==> config.mk <==
export PLATFORM = sky130hd
export DESIGN_NAME = dirty_tile_rect_marker_unit
export DESIGN_NICKNAME = d
export VERILOG_FILES = /design/src/hw/rtl/dtrm_pkg.sv /design/src/hw/rtl/dtrm_clamp.sv /design/src/hw/rtl/dtrm_row_mem.sv /design/src/hw/rtl/dirty_tile_rect_marker_unit.sv
export SDC_FILE = /design/constraint.sdc
export NUM_CORES = 1
export LEC_CHECK = 0
export BUFFER_PORTS_ARGS = -buffer_cell sky130_fd_sc_hd__buf_2
export CELL_PAD_IN_SITES_DETAIL_PLACEMENT = 0
export CELL_PAD_IN_SITES_GLOBAL_PLACEMENT = 2
export CORE_ASPECT_RATIO = 0.5
export CORE_MARGIN = 3
export CORE_UTILIZATION = 28
export DETAILED_ROUTE_END_ITERATION = 10
export PLACE_DENSITY = 0.59
export SLEW_MARGIN = 30
export SYNTH_ARGS = -nofsm -noshare
export SYNTH_HDL_FRONTEND = slang
export SYNTH_SLANG_ARGS = --single-unit
==> constraint.sdc <==
create_clock -name clk -period 5.1 [get_ports clk]
set_input_delay 0.51 -clock clk [delete_from_list [all_inputs] [get_ports clk]]
set_output_delay 0.51 -clock clk [all_outputs]
set_load 0.1 [all_outputs]
==> src/hw/rtl/dtrm_pkg.sv <==
// ----------------------------------------------------------------------------
// dtrm_pkg
// shared widths and stream packing constants for the dirty tile marker
// ----------------------------------------------------------------------------
package dtrm_pkg;

	// pixel coordinate width, signed
	localparam int COORD_W = 16;

	// result field widths
	localparam int TILE_ROW_W = 4;
	localparam int ROW_BITS_W = 32;

	// stream widths, padded to whole bytes
	localparam int S_TDATA_W = 4 * COORD_W;
	localparam int M_TDATA_W = 40;

	typedef logic signed [COORD_W-1:0] coord_t;

endpackage

==> src/hw/rtl/dtrm_clamp.sv <==
// ----------------------------------------------------------------------------
// dtrm_clamp
// converts pixel corners to tile coordinates and clamps them to the grid
// ----------------------------------------------------------------------------
module dtrm_clamp
	import dtrm_pkg::*;
#(
	parameter int TILES_WIDE = 32,
	parameter int TILES_HIGH = 16,
	parameter int TILE_SHIFT = 4,
	parameter int CW         = 5,
	parameter int RW         = 4
) (
	input  coord_t          left_x,
	input  coord_t          top_y,
	input  coord_t          right_x,
	input  coord_t          bottom_y,
	output logic            off,
	output logic [CW-1:0]   x_lo,
	output logic [CW-1:0]   x_hi,
	output logic [RW-1:0]   y_lo,
	output logic [RW-1:0]   y_hi
);

	localparam coord_t TW = COORD_W'(TILES_WIDE);
	localparam coord_t TH = COORD_W'(TILES_HIGH);

	coord_t xt1, yt1, xt2, yt2;
	coord_t cx1, cy1, cx2, cy2;

	always_comb begin
		// arithmetic shift floors toward minus infinity
		xt1 = left_x >>> TILE_SHIFT;
		yt1 = top_y >>> TILE_SHIFT;
		xt2 = right_x >>> TILE_SHIFT;
		yt2 = bottom_y >>> TILE_SHIFT;

		cx1 = (xt1 < 0) ? '0 : xt1;
		cy1 = (yt1 < 0) ? '0 : yt1;
		cx2 = (xt2 >= TW) ? TW - COORD_W'(1) : xt2;
		cy2 = (yt2 >= TH) ? TH - COORD_W'(1) : yt2;

		off = (xt1 >= TW) || (yt1 >= TH) || (xt2 < 0) || (yt2 < 0)
			|| (cx1 > cx2) || (cy1 > cy2);

		x_lo = cx1[CW-1:0];
		x_hi = cx2[CW-1:0];
		y_lo = cy1[RW-1:0];
		y_hi = cy2[RW-1:0];
	end

endmodule

==> src/hw/rtl/dtrm_row_mem.sv <==
// ----------------------------------------------------------------------------
// dtrm_row_mem
// dirty row store, one write and one registered read port, cleared by reset
// ----------------------------------------------------------------------------
module dtrm_row_mem #(
	parameter int DEPTH = 16,
	parameter int WIDTH = 32,
	parameter int AW    = 4
) (
	input  logic             clk,
	input  logic             arst_n,
	input  logic             rd_en,
	input  logic [AW-1:0]    rd_addr,
	output logic [WIDTH-1:0] rd_data,
	input  logic             wr_en,
	input  logic [AW-1:0]    wr_addr,
	input  logic [WIDTH-1:0] wr_data
);

	logic [WIDTH-1:0] mem [DEPTH];
	logic [DEPTH-1:0] valid_q;
	logic [WIDTH-1:0] rd_raw_q;
	logic             rd_valid_q;

	// row valid bits, a row never written reads as clear
	always_ff @(posedge clk or negedge arst_n) begin
		if (!arst_n) begin
			valid_q    <= '0;
			rd_valid_q <= 1'b0;
		end else begin
			if (wr_en) begin
				valid_q[wr_addr] <= 1'b1;
			end
			if (rd_en) begin
				rd_valid_q <= valid_q[rd_addr];
			end
		end
	end

	always_ff @(posedge clk) begin
		if (wr_en) begin
			mem[wr_addr] <= wr_data;
		end
		if (rd_en) begin
			rd_raw_q <= mem[rd_addr];
		end
	end

	assign rd_data = rd_valid_q ? rd_raw_q : '0;

endmodule

==> src/hw/rtl/dirty_tile_rect_marker_unit.sv <==
// ----------------------------------------------------------------------------
// dirty_tile_rect_marker_unit
// marks the tiles a pixel rectangle covers and streams the updated rows
// ----------------------------------------------------------------------------
// Each transaction on the slave side carries one signed pixel rectangle. The
// corners are shifted down to tile coordinates and clamped to a grid of
// TILES_WIDE by TILES_HIGH tiles. For every covered tile row, top to bottom,
// the row's dirty bitmap is read, the covered columns are set, the row is
// written back and one result transaction goes out with onscreen high, the
// row index and the row's updated bits; tlast marks the bottom row. A
// rectangle that covers no tile gives one transaction with onscreen low,
// zero data and tlast high, and leaves the bitmap alone. The bitmap is clear
// after reset (per-row valid bits, no clearing pass) and bits are only ever
// set. An item is accepted and decoded in ST_IDLE; each covered row then
// passes through ST_READ and ST_WRITE, as the row memory's read data is
// registered before the merge and write back, and an offscreen item passes
// through ST_OFF. ST_WRITE and ST_OFF wait while the result register is
// full. The unit is not ready while an item is in work; the result register
// lets the last result wait while the next rectangle is accepted.
// ----------------------------------------------------------------------------
module dirty_tile_rect_marker_unit
	import dtrm_pkg::*;
#(
	parameter int TILES_WIDE = 32,
	parameter int TILES_HIGH = 16,
	parameter int TILE_SHIFT = 4
) (
	input  logic                 clk,
	input  logic                 arst_n,
	// slave side: rectangles
	input  logic                 s_tvalid,
	output logic                 s_tready,
	// tdata: left_x[15:0], top_y[31:16], right_x[47:32], bottom_y[63:48]
	input  logic [S_TDATA_W-1:0] s_tdata,
	// master side: marked rows
	output logic                 m_tvalid,
	input  logic                 m_tready,
	// tdata: tile_row[3:0], row_bits[35:4], zero[39:36]
	output logic [M_TDATA_W-1:0] m_tdata,
	// tuser: onscreen[0]
	output logic                 m_tuser,
	output logic                 m_tlast
);

	// index widths, at least one bit
	localparam int CW    = (TILES_WIDE > 1) ? $clog2(TILES_WIDE) : 1;
	localparam int RW    = (TILES_HIGH > 1) ? $clog2(TILES_HIGH) : 1;
	// widened views for the fixed result fields
	localparam int BIT_E = (TILES_WIDE > ROW_BITS_W) ? TILES_WIDE : ROW_BITS_W;
	localparam int ROW_E = (RW > TILE_ROW_W) ? RW : TILE_ROW_W;

	typedef enum logic [1:0] {
		ST_IDLE,
		ST_OFF,
		ST_READ,
		ST_WRITE
	} state_t;

	state_t state_q;

	// decoded rectangle
	logic                  dec_off;
	logic [CW-1:0]         dec_x_lo, dec_x_hi;
	logic [RW-1:0]         dec_y_lo, dec_y_hi;

	// held rectangle for the row walk
	logic [TILES_WIDE-1:0] mask_q;
	logic [RW-1:0]         y_q;
	logic [RW-1:0]         y_hi_q;

	// column mask of the decoded span
	logic [TILES_WIDE-1:0] dec_mask;

	// row memory
	logic                  rd_en;
	logic [TILES_WIDE-1:0] rd_data;
	logic                  wr_en;
	logic [TILES_WIDE-1:0] new_row;

	// output register
	logic                  out_free;
	logic                  m_tvalid_q;
	logic [M_TDATA_W-1:0]  m_tdata_q;
	logic                  m_tuser_q;
	logic                  m_tlast_q;

	logic [BIT_E-1:0]      row_ext;
	logic [ROW_E-1:0]      y_ext;

	dtrm_clamp #(
		.TILES_WIDE (TILES_WIDE),
		.TILES_HIGH (TILES_HIGH),
		.TILE_SHIFT (TILE_SHIFT),
		.CW         (CW),
		.RW         (RW)
	) u_clamp (
		.left_x   (coord_t'(s_tdata[COORD_W-1:0])),
		.top_y    (coord_t'(s_tdata[2*COORD_W-1:COORD_W])),
		.right_x  (coord_t'(s_tdata[3*COORD_W-1:2*COORD_W])),
		.bottom_y (coord_t'(s_tdata[4*COORD_W-1:3*COORD_W])),
		.off      (dec_off),
		.x_lo     (dec_x_lo),
		.x_hi     (dec_x_hi),
		.y_lo     (dec_y_lo),
		.y_hi     (dec_y_hi)
	);

	// one compare pair per column, all independent
	always_comb begin
		for (int i = 0; i < TILES_WIDE; i++) begin
			dec_mask[i] = (CW'(i) >= dec_x_lo) && (CW'(i) <= dec_x_hi);
		end
	end

	dtrm_row_mem #(
		.DEPTH (TILES_HIGH),
		.WIDTH (TILES_WIDE),
		.AW    (RW)
	) u_mem (
		.clk     (clk),
		.arst_n  (arst_n),
		.rd_en   (rd_en),
		.rd_addr (y_q),
		.rd_data (rd_data),
		.wr_en   (wr_en),
		.wr_addr (y_q),
		.wr_data (new_row)
	);

	assign out_free = !m_tvalid_q || m_tready;
	assign s_tready = (state_q == ST_IDLE);
	assign rd_en    = (state_q == ST_READ);
	// merge and write back only when the result can be loaded
	assign wr_en    = (state_q == ST_WRITE) && out_free;
	assign new_row  = rd_data | mask_q;
	assign row_ext  = BIT_E'(new_row);
	assign y_ext    = ROW_E'(y_q);

	// sequencer with the registered result
	always_ff @(posedge clk or negedge arst_n) begin
		if (!arst_n) begin
			state_q    <= ST_IDLE;
			m_tvalid_q <= 1'b0;
		end else begin
			if (m_tvalid_q && m_tready) begin
				m_tvalid_q <= 1'b0;
			end
			case (state_q)
				ST_IDLE: begin
					if (s_tvalid) begin
						state_q <= dec_off ? ST_OFF : ST_READ;
					end
				end
				ST_OFF: begin
					if (out_free) begin
						m_tvalid_q <= 1'b1;
						state_q    <= ST_IDLE;
					end
				end
				ST_READ: begin
					state_q <= ST_WRITE;
				end
				ST_WRITE: begin
					if (out_free) begin
						m_tvalid_q <= 1'b1;
						state_q    <= (y_q == y_hi_q) ? ST_IDLE : ST_READ;
					end
				end
				default: begin
					state_q <= ST_IDLE;
				end
			endcase
		end
	end

	// payload registers, no reset needed
	always_ff @(posedge clk) begin
		if (s_tvalid && s_tready) begin
			mask_q <= dec_mask;
			y_q    <= dec_y_lo;
			y_hi_q <= dec_y_hi;
		end
		if (state_q == ST_OFF && out_free) begin
			m_tdata_q <= '0;
			m_tuser_q <= 1'b0;
			m_tlast_q <= 1'b1;
		end
		if (wr_en) begin
			m_tdata_q <= M_TDATA_W'({row_ext[ROW_BITS_W-1:0], y_ext[TILE_ROW_W-1:0]});
			m_tuser_q <= 1'b1;
			m_tlast_q <= (y_q == y_hi_q);
			// step to the next covered row
			if (y_q != y_hi_q) begin
				y_q <= y_q + RW'(1);
			end
		end
	end

	assign m_tvalid = m_tvalid_q;
	assign m_tdata  = m_tdata_q;
	assign m_tuser  = m_tuser_q;
	assign m_tlast  = m_tlast_q;

endmodule
After elaboration in Yosys (flattened, before gate mapping)
Memories as Yosys holds them, arrays and structs flattened. A register that Yosys moved wholly into a read port is not among the register bits.
Cells that the tools add are included.
{"block": "op_classes", "order_cmp": 76, "bitwise_logic": 2, "add_sub_neg": 1, "n_mux": 27, "n_div": 0, "n_reduce_logical": 48, "eq_ne": 8, "shifts": 0, "mul": 0}
{"cell": "5-bit greater-or-equal comparator (first input constant)", "n": 16}
{"cell": "5-bit less-or-equal comparator (first input constant)", "n": 16}
{"cell": "36-bit two-way mux", "n": 2}
{"cell": "16-bit two-way mux", "n": 4}
{"cell": "12-bit by 1-bit less-than comparator with 1-bit output (second input constant)", "n": 4}
{"cell": "4-bit by 5-bit greater-or-equal comparator with 1-bit output (first input constant)", "n": 8}
{"cell": "4-bit by 5-bit less-or-equal comparator with 1-bit output (first input constant)", "n": 8}
{"cell": "1-bit logical AND", "n": 37}
{"cell": "16-bit greater-than comparator", "n": 2}
{"cell": "32-bit two-way mux", "n": 1}
{"cell": "32-bit bitwise OR", "n": 1}
{"cell": "12-bit by 6-bit greater-or-equal comparator with 1-bit output (second input constant)", "n": 2}
{"cell": "12-bit by 7-bit greater-or-equal comparator with 1-bit output (second input constant)", "n": 2}
{"cell": "3-bit by 5-bit greater-or-equal comparator with 1-bit output (first input constant)", "n": 4}
{"cell": "3-bit by 5-bit less-or-equal comparator with 1-bit output (first input constant)", "n": 4}
{"cell": "16-bit bitwise OR", "n": 1}
{"cell": "4-bit two-way mux", "n": 3}
{"cell": "1-bit by 5-bit greater-or-equal comparator with 1-bit output (first input constant)", "n": 2}
{"cell": "2-bit by 5-bit greater-or-equal comparator with 1-bit output (first input constant)", "n": 2}
{"cell": "1-bit by 5-bit less-or-equal comparator with 1-bit output (first input constant)", "n": 2}
{"cell": "2-bit by 5-bit less-or-equal comparator with 1-bit output (first input constant)", "n": 2}
{"cell": "2-bit two-way mux", "n": 5}
{"cell": "1-bit two-way mux", "n": 9}
{"cell": "2-bit case mux with 4 select lines", "n": 1}
{"cell": "other kinds (16)", "n": 24}
{"block": "word_totals", "wordCells": 173, "in_bits": 68, "ram_bits": 512, "memories": 1, "romBits": 0, "register_bits": 98, "latch_bits": 0}
{"name": "u_mem.mem", "words": 16, "width": 32, "read_ports": 1, "rd_ports_with_merged_regs": 1, "write_ports": 1, "line_no": "dtrm_row_mem.sv:20", "source": "logic [WIDTH-1:0] mem [DEPTH];"}

Longest topological paths before layout
{"block": "depth", "depth_word": 9, "mapped_depth": 12, "mapped_depth_nobuf": 11}

By module
From an unflattened synthesis, not the netlist that was laid out.
{"block": "hier_totals", "hier_cells": 1251, "area_unflattened_um2": 25622.1}
{"mod": "dtrm_row_mem", "area_per_inst_um2": 21151.5, "instances": 1, "seq_area_each_um2": 16761.1, "cells_each": 841}
{"mod": "dirty_tile_rect_marker_unit", "area_per_inst_um2": 3614.7, "instances": 1, "seq_area_each_um2": 2367.3, "cells_each": 286}
{"mod": "dtrm_clamp", "area_per_inst_um2": 855.8, "instances": 1, "seq_area_each_um2": 0.0, "cells_each": 124}

Worst setup path after synthesis
Ideal clock, no wire load.
{"block": "synth_timing", "path_type": "reg-to-reg", "startpoint": "register state_q[0]", "endpoint": "register y_q[2], in the netlist y_ext[2]", "path_stages_with_launch": 7, "setup_ns": 0.059, "required_ns": 5.041, "slack_ns": 1.653, "t_arrival_ns": 3.388, "path_cell_list": "dfrtp_1 -> nor2_1 -> nand2_1 -> inv_1 -> nor2_1 -> a21oi_1 -> o221a_2"}
{"block": "synth_between", "elab_chain_cells": 5, "word_cells_on_any_way": 7, "cone_classes": "eq/ne (1); mux (3); reduce/logical (3)"}
{"item": "start, declared", "line_no": "dirty_tile_rect_marker_unit.sv:59", "source": "state_t state_q;"}
{"item": "start signal, assigned", "line_no": "dirty_tile_rect_marker_unit.sv:151", "source": "state_q <= dec_off ? ST_OFF : ST_READ;"}
{"item": "start signal, assigned", "line_no": "dirty_tile_rect_marker_unit.sv:166", "source": "state_q <= (y_q == y_hi_q) ? ST_IDLE : ST_READ;"}
{"item": "2-bit logical NOT *", "line_no": "dirty_tile_rect_marker_unit.sv:131", "source": "assign s_tready = (state_q == ST_IDLE);"}
{"item": "named net s_tready", "line_no": "dirty_tile_rect_marker_unit.sv:32", "source": "output logic s_tready,"}
{"item": "1-bit logical AND *", "line_no": "dirty_tile_rect_marker_unit.sv:178", "source": "if (s_tvalid && s_tready) begin"}
{"item": "4-bit two-way mux *", "line_no": "dirty_tile_rect_marker_unit.sv:178"}
{"item": "4-bit two-way mux", "line_no": "dirty_tile_rect_marker_unit.sv:193", "source": "if (y_q != y_hi_q) begin"}
{"item": "4-bit two-way mux *", "line_no": "dirty_tile_rect_marker_unit.sv:188", "source": "if (wr_en) begin"}
{"item": "end signal, assigned", "line_no": "dirty_tile_rect_marker_unit.sv:180", "source": "y_q <= dec_y_lo;"}
{"item": "end signal, assigned", "line_no": "dirty_tile_rect_marker_unit.sv:194", "source": "y_q <= y_q + RW'(1);"}
{"item": "end, declared", "line_no": "dirty_tile_rect_marker_unit.sv:68", "source": "logic [RW-1:0] y_q;"}
Mark *: on every way through the listed nets, which the timed path passes. The rest lies on a longest branch.
A chain may end at the register's enable or synchronous reset.

Worst setup path in the final report
{"block": "layout_timing", "startpoint": "input s_tdata[47]", "endpoint": "register state_q[0]"}
{"block": "layout_between", "elab_chain_cells": 8, "word_cells_on_any_way": 11, "cone_classes": "order compare (3); mux (4); reduce/logical (4)"}
{"item": "start, declared", "line_no": "dirty_tile_rect_marker_unit.sv:34", "source": "input logic [S_TDATA_W-1:0] s_tdata,"}
{"item": "12-bit by 7-bit greater-or-equal comparator with 1-bit output / 12-bit by 1-bit less-than comparator with 1-bit output (equally long branches)", "line_no": "dtrm_clamp.sv:40, dtrm_clamp.sv:43"}
{"item": "16-bit two-way mux / 1-bit logical OR (equally long branches)", "line_no": "dtrm_clamp.sv:40, dtrm_clamp.sv:43"}
{"item": "16-bit greater-than comparator / 1-bit logical OR (equally long branches)", "line_no": "dtrm_clamp.sv:44, dtrm_clamp.sv:43"}
{"item": "1-bit logical OR * (2 in series)", "line_no": "dtrm_clamp.sv:44", "source": "|| (cx1 > cx2) || (cy1 > cy2);"}
{"item": "2-bit two-way mux *", "line_no": "dirty_tile_rect_marker_unit.sv:151"}
{"item": "2-bit two-way mux *", "line_no": "dirty_tile_rect_marker_unit.sv:150", "source": "if (s_tvalid) begin"}
{"item": "2-bit case mux with 4 select lines *", "line_no": "dirty_tile_rect_marker_unit.sv:148", "source": "case (state_q)"}
Every way passes the cells marked *; elsewhere a longest branch is shown, timed or not. The select of a mux whose other input is x is not followed.

==> flow_summary.ini <==
[yosys]
async_flop_share_pct = 3.12
netlist.area_leader.share_pct = 72.7
synth_ff_type = edfxtp_1
ys_top_cells_by_area = edfxtp_1 (73%), mux4_2 (15%), dfrtp_1 (2.0%)
syn_area_um2 = 25500
ys_seq_elements = 642
yosysTopAreaCell = edfxtp_1
synthDistinctLibCells = 47
syn_area_per_cell_um2 = 20.5
yosysSeqAreaShare_pct = 75.1
synth-edff-count = 617
yosys_warnings = 0
synth_cells = 1244

[cts]
post_cts_buffers = 0
worstSkewPairLatency_ns = 0.59
cts_buffers = 66
cts_root_buf = clkbuf_16
clk_pin_slew_ns = 0.06
h-tree-depth = 3
clock-sinks = 642
max-clock-path-buffers = 3
cts_tree = done

[global_route]
grt_antenna_before_repair = 1
grt_use_total_pct = 13.4
gr-total-overflow = 0
grt_max_degree = 109
grt_pass1_wl_um = 91900
first_global_vias = 13200

[floorplanning]
initial_utilization_pct = 28.6
ioPinCount = 112
core-area_um2 = 89200
fp-row-count = 77
die_x_um = 433
fp.dieArea_um2 = 94900
die_h_um = 219

[route]
routedWlPerCell_um = 24.4
via_per_inst = 4.79
vias = 12500
drtIter0Drc = 1182
ant_nets = 0
wirelength_um = 63500
route.detailed.drc = 0
firstDrtPassIters = 5

[setup_path]
crit_arrival_ns = 3.52
worstSetupEndpointType = register
worstSetupPathType = in -> reg
worstPathMaxFanout = 13
worstPathRequired_ns = 5.54
reg2reg_depth = 4
startpoint_type = input pin

[pwr]
p_per_area_nw_per_um2 = 526
leakage_nw = 9.62
total_power_mw = 15.5
vdd.ir_drop.worst_v = 0.000320

[job]
max_cap_violations = 0

[sta]
finalClockSkew_ns = 0.0153
setup_ws_ns = 2.01
setup_violations = 0
hold_viol_final = 0
fmax_ghz = 0.324
final.period_utilization_pct = 60.6
rsz0062_at_grt = false
max-slew-margin-rel_pct = 38.5
tns_ns = 0
slew_violations = 0
tightest_slew_ns = 0.922
fin_crit_ns = 3.09

[finish]
fin_nets = 1460
antenna_cells = 0
syn2layout_area_growth_pct = 15.8
drive_gt1_share_pct = 30.0

[placed_design]
dp_hpwl_um = 34800
port_buffers = 91
gp_congestion = 0.823
pre_cts_slack_ns = 1.32

[worst_hold_path]
holdPathStages = 2
hold_path_class = in -> reg

[outcome]
status = complete, no violations
worst max-delay path, cell delays in order:
cell and delay [ns]:
buf_2 0.21, a21oi_1 0.32, buf_4 0.25, or2_2 0.23, inv_1 0.16, ha_1 0.26, a21oi_1 0.15, nor3_1 0.07
a211oi_1 0.46, a22oi_1 0.13, o211ai_1 0.56, a311oi_1 0.18
Yosys cell counts, types with 3 or more instances:
master and n:
edfxtp_1 617, dfxtp_1 5, ha_1 25, and3_1 8, and2_1 47, a311oi_1 5
a221oi_1 5, buf_1 9, buf_4 11, a31oi_1 4, nand3_1 5, or2_2 27
nor3_1 14, xor2_1 4, clkbuf_1 29, nand2b_1 5, o21ai_0 16, a21o_1 35
dfrtp_1 20, nor2b_1 22, mux4_2 165, nor2_1 31, a211oi_1 8, nand4_1 3
a21oi_1 28, buf_2 16, inv_1 17, nand2_1 37, nor4_1 5
repair_timing:
action,in CTS,in global routing
endpoints found under the hold margin,20,0
gates resized for setup,0,0
endpoints found under the setup margin,0,0
hold buffers,1,0
metrics by stage:
| step | area, um^2 | utilization [%] | hold WS (ns) | instances |
|---|---|---|---|---|
| final | 29500 | 33.1 | 0.224 | 2604 |
| after global routing | 29500 | 33.1 | 0.204 | 2604 |
| after CTS | 29500 | 33.0 | 0.191 | 2603 |
| after detailed placement | 27400 | 30.7 | 0.453 | 2482 |
| after global placement | 27400 | 30.7 | 0.447 | 2482 |
| after floorplan | 25500 | - | 0.214 | 1247 |
registers in the layout, indices dropped and copies added (netlist names):
register and flops:
state_q 2, u_mem.rd_raw_q 32, m_tdata 36, u_mem.valid_q 16
m_tuser 1, m_tvalid 1, y_hi_q 4, y_ext 4
u_mem.mem 512, m_tlast 1, mask_q 32, u_mem.rd_valid_q 1
metal layers:
metal	global-route usage, %	vias up	wire length, um
met5	0	-	0
met4	2.90	0	967
met3	2.90	75	3460
met2	21.3	345	30000
met1	19.0	6710	29100
li1	-	5340	-
final timing paths:
check                                         to        start  slack, ns
worst max-delay path                  state_q[0]  s_tdata[47]       2.01
worst min-delay path                   y_hi_q[2]  s_tdata[54]       0.22
worst max register to register  u_mem.mem[4][15]   state_q[0]       2.18
worst min register to register           m_tuser      m_tuser       0.46
max in group asynchronous       u_mem.rd_valid_q       arst_n       4.34
min in group asynchronous       u_mem.valid_q[3]       arst_n       0.41
power breakdown:
part	switching (mW)	internal (mW)
combinational	2.44	1.41
clock	1.95	2.71
sequential	0.342	6.68
final cells by class:
type	count	area (um^2)
Inverter	17	63.8
Tap cell	1185	1480
Clock buffer	88	1850
Fill cell	8434	59700
Multi-Input combinational cell	522	6020
Sequential cell	642	19100
Clock inverter	32	230
Timing Repair Buffer	118	711
cells in the final DEF (no fill, tap or decap), types with 16 or more instances in the layout:
master       n
nor2b_1     21
buf_4       22
edfxtp_1   617
nand2_1     37
buf_2       91
and2_1      35
mux4_2     165
o21ai_0     16
nor2_1      31
clkinv_1    17
a21o_1      35
clkbuf_16   71
dfrtp_1     19
or2_2       27
ha_1        25
a21oi_1     28
clkbuf_1    16
logic make-up (layout without fill, tap and decap cells):
kind of cell    after synthesis  in the layout  share of synthesized area, %
compound gates              114            114                          3.01
mux                         166            166                          14.6
simple gates                209            209                          4.42
other cells                   1              4                        0.0147
flops                       642            642                          75.1
xor+xnor                      4              4                         0.137
buf+inv                      83            255                          1.49
fa+ha+maj                    25             25                          1.23
Power figures use the tool's default switching activity.
